===== config.mk =====
export PLATFORM = sky130hd
export DESIGN_NAME = dru_round
export DESIGN_NICKNAME = d
export VERILOG_FILES = /design/src/rtl/core/dru_pkg.sv /design/src/rtl/core/dru_round.sv
export SDC_FILE = /design/constraint.sdc
export NUM_CORES = 1
export LEC_CHECK = 0
export ABC_CLOCK_PERIOD_IN_PS = 3170
export BUFFER_PORTS_ARGS = -buffer_cell sky130_fd_sc_hd__buf_4
export CAP_MARGIN = 20
export CORE_ASPECT_RATIO = 1.75
export CORE_UTILIZATION = 56
export CTS_CLUSTER_SIZE = 40
export DETAILED_ROUTE_END_ITERATION = 8
export PLACE_DENSITY = 0.82
export RECOVER_POWER = 25
export SETUP_SLACK_MARGIN = 0.2
export SLEW_MARGIN = 20
export SYNTH_ARGS = -nofsm -noshare
export SYNTH_HDL_FRONTEND = slang
export SYNTH_SLANG_ARGS = --single-unit

===== constraint.sdc =====
create_clock -name clk_i -period 3.17 [get_ports clk_i]
set_input_delay 0.1585 -clock clk_i [delete_from_list [all_inputs] [get_ports clk_i]]
set_output_delay 0.1585 -clock clk_i [all_outputs]
set_load 0.1 [all_outputs]

===== src/rtl/core/dru_pkg.sv =====
// Shared types, constants and step table for the decimal rounding unit.
// No dependencies; imported by every module of the block.
`timescale 1ns / 1ps

package dru_pkg;

  localparam int FRAC_DIGITS = 6;
  localparam int VALUE_BITS  = 48;
  localparam int PLACES_W    = 3;
  localparam int MODE_W      = 3;
  localparam int PLACES_RESET = 2;
  localparam int NUM_PLACES  = 2 ** PLACES_W;

  function automatic longint unsigned dru_pow10(input int k);
    longint unsigned p;
    p = 1;
    for (int i = 0; i < k; i++) begin
      p = p * 10;
    end
    return p;
  endfunction

  localparam longint unsigned MAX_Q = dru_pow10(FRAC_DIGITS);
  localparam int REM_W = $clog2(MAX_Q + 1);

  // input, cell row, rounding stage, output
  localparam int DRU_LATENCY = VALUE_BITS + 3;

  typedef logic [REM_W-1:0] dru_rem_t;
  typedef dru_rem_t dru_step_tbl_t [NUM_PLACES];

  function automatic dru_step_tbl_t dru_build_steps();
    dru_step_tbl_t tbl;
    for (int k = 0; k < NUM_PLACES; k++) begin
      if (k >= FRAC_DIGITS) begin
        tbl[k] = dru_rem_t'(1);
      end else begin
        tbl[k] = dru_rem_t'(dru_pow10(FRAC_DIGITS - k));
      end
    end
    return tbl;
  endfunction

  localparam dru_step_tbl_t STEP_TBL = dru_build_steps();

  localparam logic signed [VALUE_BITS-1:0] VALUE_MAX = {1'b0, {(VALUE_BITS-1){1'b1}}};
  localparam logic signed [VALUE_BITS-1:0] VALUE_MIN = {1'b1, {(VALUE_BITS-1){1'b0}}};

  typedef enum logic [MODE_W-1:0] {
    MODE_CEIL0      = 3'd0,
    MODE_FLOOR0     = 3'd1,
    MODE_HALF_UP    = 3'd2,
    MODE_HALF_UP0   = 3'd3,
    MODE_HALF_DOWN  = 3'd4,
    MODE_HALF_DOWN0 = 3'd5,
    MODE_HALF_EVEN  = 3'd6
  } dru_mode_e;

  typedef struct packed {
    logic signed [VALUE_BITS-1:0] value;
    logic [MODE_W-1:0]            mode;
  } dru_in_t;

  typedef struct packed {
    logic signed [VALUE_BITS-1:0] rounded;
    logic                         overflow;
  } dru_out_t;

  // one transaction as it moves along the division row
  typedef struct packed {
    logic                  neg;
    logic [MODE_W-1:0]     mode;
    logic [VALUE_BITS-1:0] mag;
    logic [VALUE_BITS-1:0] work;
    dru_rem_t              rem;
  } dru_slot_t;

endpackage


===== src/rtl/core/dru_round.sv =====
// Rounding decision, saturation and output registers at the end of the cell row.
// Depends on dru_pkg.
`timescale 1ns / 1ps

module dru_round (
  input  logic               clk_i,
  input  logic               rst_ni,
  input  logic               valid_i,
  input  dru_pkg::dru_slot_t slot_i,
  input  dru_pkg::dru_rem_t  q_i,
  input  logic               bypass_i,
  output logic               done_o,
  output dru_pkg::dru_out_t  result_o
);
  import dru_pkg::*;

  localparam logic [VALUE_BITS:0] TOP = {2'b01, {(VALUE_BITS-1){1'b0}}};

  logic                  up;
  logic [REM_W:0]        r2, qx;
  logic                  tie, above;
  logic [VALUE_BITS:0]   sum_d, sum_q;
  logic                  neg_q;
  logic                  valid_a_q;
  logic                  done_q;
  dru_out_t              res_d, res_q;
  logic [VALUE_BITS:0]   sat;
  logic [VALUE_BITS-1:0] mag_out;

  always_comb begin
    r2    = {slot_i.rem, 1'b0};
    qx    = {1'b0, q_i};
    tie   = r2 == qx;
    above = r2 > qx;
    case (dru_mode_e'(slot_i.mode))
      MODE_CEIL0:      up = slot_i.rem != '0;
      MODE_FLOOR0:     up = 1'b0;
      MODE_HALF_UP:    up = above || (tie && !slot_i.neg);
      MODE_HALF_UP0:   up = above || tie;
      MODE_HALF_DOWN:  up = above || (tie && slot_i.neg);
      MODE_HALF_DOWN0: up = above;
      default:         up = above || (tie && slot_i.work[0]);
    endcase
    if (bypass_i) begin
      sum_d = {1'b0, slot_i.mag};
    end else begin
      sum_d = {1'b0, slot_i.mag}
            - {{(VALUE_BITS+1-REM_W){1'b0}}, slot_i.rem}
            + (up ? {{(VALUE_BITS+1-REM_W){1'b0}}, q_i} : '0);
    end
  end

  always_comb begin
    res_d.overflow = 1'b0;
    sat            = sum_q;
    if (neg_q) begin
      if (sum_q > TOP) begin
        sat            = TOP;
        res_d.overflow = 1'b1;
      end
    end else begin
      if (sum_q >= TOP) begin
        sat            = TOP - 1'b1;
        res_d.overflow = 1'b1;
      end
    end
    mag_out       = sat[VALUE_BITS-1:0];
    res_d.rounded = neg_q ? (~mag_out + 1'b1) : mag_out;
  end

  always_ff @(posedge clk_i or negedge rst_ni) begin
    if (!rst_ni) begin
      valid_a_q <= 1'b0;
      done_q    <= 1'b0;
    end else begin
      valid_a_q <= valid_i;
      done_q    <= valid_a_q;
    end
  end

  always_ff @(posedge clk_i) begin
    sum_q <= sum_d;
    neg_q <= slot_i.neg;
    res_q <= res_d;
  end

  assign done_o   = done_q;
  assign result_o = res_q;

endmodule


==> out/results.tsv, run 1 <==
metric	value	unit
outcome	stopped before the end	
haltStage	global routing (5_1_grt)	
stop_error	[ERROR GRT-0232] Routing congestion too high. Check the congestion heatmap in the GUI.	
ys_async_sr_fraction	0.01980	
rows	59	
io_buffers	146	
cts.sinks	101	
grt_start_max_net_pins	100	
seq_area_frac_synth	0.2379	
io_pins	194	
synth-edff-count	0	
synth_area	0.008539	sq mm
synth_cells	1164	
dp.final_hpwl	22740	um
initial_core_util	0.5727	
grt-ovfl-total	2	
worst_endpoint	sum_q[39]$_DFF_P_/D	
fp.dieH	165.4	um
synthDistinctLibCells	81	
cts_made_buffers	9	
synth_nets	1397	
grt_usage	0.5391	
place_congestion	0.9623	
synth_warnings	0	
synthFlopType	dfxtp_1	
synth-seq-cells	101	
dp_cells	1603	
cts_root_buf	clkbuf_16	
htree_levels	3	
clock_path_buffers	2	
die_w	95.35	um
worstEndpointType	register data pin	
postSynthAreaPerCell	7.336	sq um
[layer usage]
metal / GRT usage / GRT overflow
met2: 0.8211 / 2
met3: 0.2212 / 0
met5: 0.01736 / 0
met4: 0.5923 / 0
met1: 0.5105 / 0
[metrics by stage]
stage / cell area [sq um] / hold slack [ns] / util / worst slack (ns) / setup TNS (ns)
2_1_floorplan: 8845 / -0.1371 / - / -1.385 / -34.04
3_5_place_dp: 11150 / -0.05878 / 0.7479 / -2.132 / -74.18
4_1_cts: 12120 / 0.02373 / 0.8128 / -1.487 / -48.17
3_3_place_gp: 11150 / -0.06022 / 0.7479 / -1.960 / -67.93
[what timing repair did]
item / 4_1_cts
resized for setup: 115
pin swaps: 31
endpoints found under the hold margin: 3
buffers inserted: 19
gates cloned: 1
hold buffers: 2
setup endpoints to repair: 48
[cells in the mapped netlist, types with 5 or more instances]
cell type	count	share of area
nand2_1	137	0.060
inv_1	121	0.053
a21oi_1	116	0.068
o21ai_0	104	0.061
dfxtp_1	99	0.23
nor2_1	92	0.040
ha_1	69	0.10
clkbuf_1	41	0.018
a21o_1	38	0.033
nor3_1	33	0.019
xnor2_1	28	0.029
nand3_1	21	0.012
fa_1	20	0.047
xor2_1	19	0.019
nor4_1	17	0.012
nand4_1	12	0.0088
a31oi_1	11	0.0081
and2_1	11	0.0081
nor2b_1	10	0.0073
o21bai_1	9	0.0079
o22ai_1	9	0.0066
o21a_1	8	0.0070
or3_1	8	0.0059
a31o_2	7	0.0072
a2111oi_0	6	0.0062
nand2b_1	6	0.0044
o21ai_1	6	0.0035
a211oi_1	5	0.0044
a21boi_0	5	0.0044
and3_1	5	0.0037
[cell families after synthesis]
logic type / Yosys count / share of synthesized area
multiplexers: 7 / 0.008645
buffers and inverters: 172 / 0.07883
AO/OA/AOI/OAI: 371 / 0.2709
AND/OR/NAND/NOR: 377 / 0.2075
adder cells (fa/ha/maj): 89 / 0.1480
XOR/XNOR: 47 / 0.04821
flip-flops: 101 / 0.2379
==> inputs of run 2 (changes only) <==
--- a/config.mk
+++ b/config.mk
@@ -8,13 +8,10 @@
 export ABC_CLOCK_PERIOD_IN_PS = 3170
 export BUFFER_PORTS_ARGS = -buffer_cell sky130_fd_sc_hd__buf_4
 export CAP_MARGIN = 20
-export CORE_ASPECT_RATIO = 1.75
-export CORE_UTILIZATION = 56
-export CTS_CLUSTER_SIZE = 40
+export CORE_UTILIZATION = 40
 export DETAILED_ROUTE_END_ITERATION = 8
-export PLACE_DENSITY = 0.82
+export PLACE_DENSITY_LB_ADDON = 0.15
 export RECOVER_POWER = 25
-export SETUP_SLACK_MARGIN = 0.2
 export SLEW_MARGIN = 20
 export SYNTH_ARGS = -nofsm -noshare
 export SYNTH_HDL_FRONTEND = slang
==> run 2 against run 1 <==
Effect of this change:
- the flow now finishes, with violations (negative setup slack)
- synthesized cell count unchanged
- area after synthesis unchanged
==> out/results.tsv, run 2 <==
metric	value	unit
outcome	finished, violations left	
max_stage_delay	0.42	ns
clk_pin_slew	0.07	ns
cp_max_fo	9	
seq_area_frac_synth	0.2379	
area_delta_synth_final	45.27	%
synth_area	0.008539	sq mm
slew-limit-headroom	0.2137	
antennaDiodeCount	0	
hold_ws	0.03114	ns
skew	0.006291	ns
hold_viol_final	0	
layout_common_cells	buf_4 (293), nand2_1 (131), inv_1 (113)	
synthDistinctLibCells	81	
synth_cells	1164	
synth-seq-cells	101	
critPathKind	input pin to flop	
vdd_drop_max	333.6	uV
cpMaxStageDelayCell	a2111oi_4	
io_pins	194	
grt-ovfl-total	0	
critPathRequiredTime	3.39	ns
synth_largest_area_cell	dfxtp_1	
finalSetupViolCount	45	
synth_nets	1397	
antenna_found_initial	0	
final_common_cell	buf_4	
grt_usage	0.2418	
failed_checks	negative setup slack	
rsz0062_at_grt	true	
io_buffers	146	
die_w	148.1	um
fmax	214.0	MHz
period_share	1.474	
routed_via_density	5.371	
dp.final_hpwl	20880	um
synthTopCellsByArea	dfxtp_1 (23%), ha_1 (10%), a21oi_1 (6.8%), o21ai_0 (6.1%), nand2_1 (6.0%)	
period_minus_slack	4.672	ns
cap_violations	0	
synth-edff-count	0	
drtIter0Drc	555	
cts.sinks	101	
crit_path_start_kind	input pin	
cts_root_buf	clkbuf_16	
ys_async_sr_fraction	0.01980	
synth_top_area_frac	0.2321	
slew_viol_final	0	
die_area	0.02194	sq mm
postSynthAreaPerCell	7.336	sq um
htree_levels	3	
grt_pass1_wl	42470	um
power_density	558.4	mW/mm^2
drive_above_1_share	0.3214	
worst_pin_slew	1.185	ns
num_vias	9400	
endpoint_kind	flop	
core	0.02096	sq mm
cts_tree	done	
place_congestion	0.8698	
crit_arrival	4.90	ns
leakage	5.807	nW
synthFlopType	dfxtp_1	
route.detailed.drc	0	
hp-class	input pin to flop	
synth_warnings	0	
initial_core_util	0.4075	
drt_wl_total	27210	um
ant_nets	0	
cts_made_buffers	9	
first_pass_iters	5	
grt_pass1_vias	8673	
clock_path_buffers	2	
num-nets-final	1703	
finalWorstSetupSlack	-1.502	ns
grt_start_max_net_pins	63	
synth_most_common_cell	nand2_1	
fp.dieH	148.1	um
synthTopCellsByCount	nand2_1 (137), inv_1 (121), a21oi_1 (116)	
clk_latency	0.36	ns
rows	53	
wl_per_cell	15.55	um
setup_tns	-49.21	ns
## run 2: cell type report
type / instances / area, sq um
inverter: 121 / 466.7
clock buffer: 9 / 225.2
multi-input combinational: 891 / 6598
fill: 2000 / 8549
tap: 275 / 344.1
sequential: 101 / 2033
timing repair buffer: 346 / 2663
clock inverter: 7 / 76.32
## run 2: timing repair
item                       in CTS  in global routing
hold buffers                    2                  0
resized for setup             100                 53
setup endpoints to repair      45                 54
cloned                          1                  0
setup buffers                  18                 10
pin swaps                      26                 30
hold endpoints to repair        3                  0
## run 2: path summary, 6_finish.rpt
check,startpoint,endpoint,slack (ns),cells after the start
setup / recovery,q_i[1],sum_q[37],-1.50,29
hold / removal,slot_i[115],sum_q[47],0.03,3
setup reg to reg,sum_q[40],result_o[23],0.20,10
hold reg to reg,valid_a_q,done_o,0.36,0
max in group asynchronous,rst_ni,done_o,2.93,2
min in group asynchronous,rst_ni,valid_a_q,0.11,2
## run 2: report_power, final
part / switching, mW / total [mW] / internal, mW / leakage (nW)
logic: 2.49 / 4.08 / 1.59 / 4.81
clock network: 0.530 / 1.09 / 0.557 / 0.147
registers: 0.230 / 1.76 / 1.53 / 0.856
total: 3.25 / 6.93 / 3.68 / 5.81
## run 2: metal layers
metal  track usage  share of wire  vias up  routed length [um]
met3       0.03926          0.048       22                1294
met2        0.3939           0.47      269               12720
met4       0.04691          0.012        0                 332
met1        0.3370           0.47     4403               12860
met5             0              0        -                   0
li1              -              -     4706                   -
## run 2: kinds of logic (layout without fill, tap and decap cells)
group / count (synthesis) / count (layout) / share of synthesized area
AND/OR/NAND/NOR: 377 / 377 / 0.2075
AO/OA/AOI/OAI: 371 / 371 / 0.2709
buffers and inverters: 172 / 483 / 0.07883
flip-flops: 101 / 101 / 0.2379
adder cells (fa/ha/maj): 89 / 89 / 0.1480
XOR/XNOR: 47 / 47 / 0.04821
multiplexers: 7 / 7 / 0.008645
## run 2: critical path: cells and delay by family
family / cells / cell delay, ns
buf+inv: 7 / 0.79
fa+ha+maj: 3 / 0.80
xor+xnor: 1 / 0.15
simple gates: 6 / 0.80
compound gates: 12 / 2.20
## run 2: metrics by stage
stage / worst slack, ns / utilization / area, sq um / instances / total power, mW
4_1_cts: -1.416 / 0.5804 / 12160 / 1740 / 6.784
3_3_place_gp: -2.043 / 0.5408 / 11330 / 1704 / 5.392
6_report: -1.502 / 0.5920 / 12410 / 1750 / 6.928
5_1_grt: -1.717 / 0.5920 / 12410 / 1750 / 7.320
3_5_place_dp: -2.049 / 0.5408 / 11330 / 1704 / 5.422
2_1_floorplan: -1.385 / - / 8842 / 1164 / 4.230
Power figures use the tool's default switching activity.
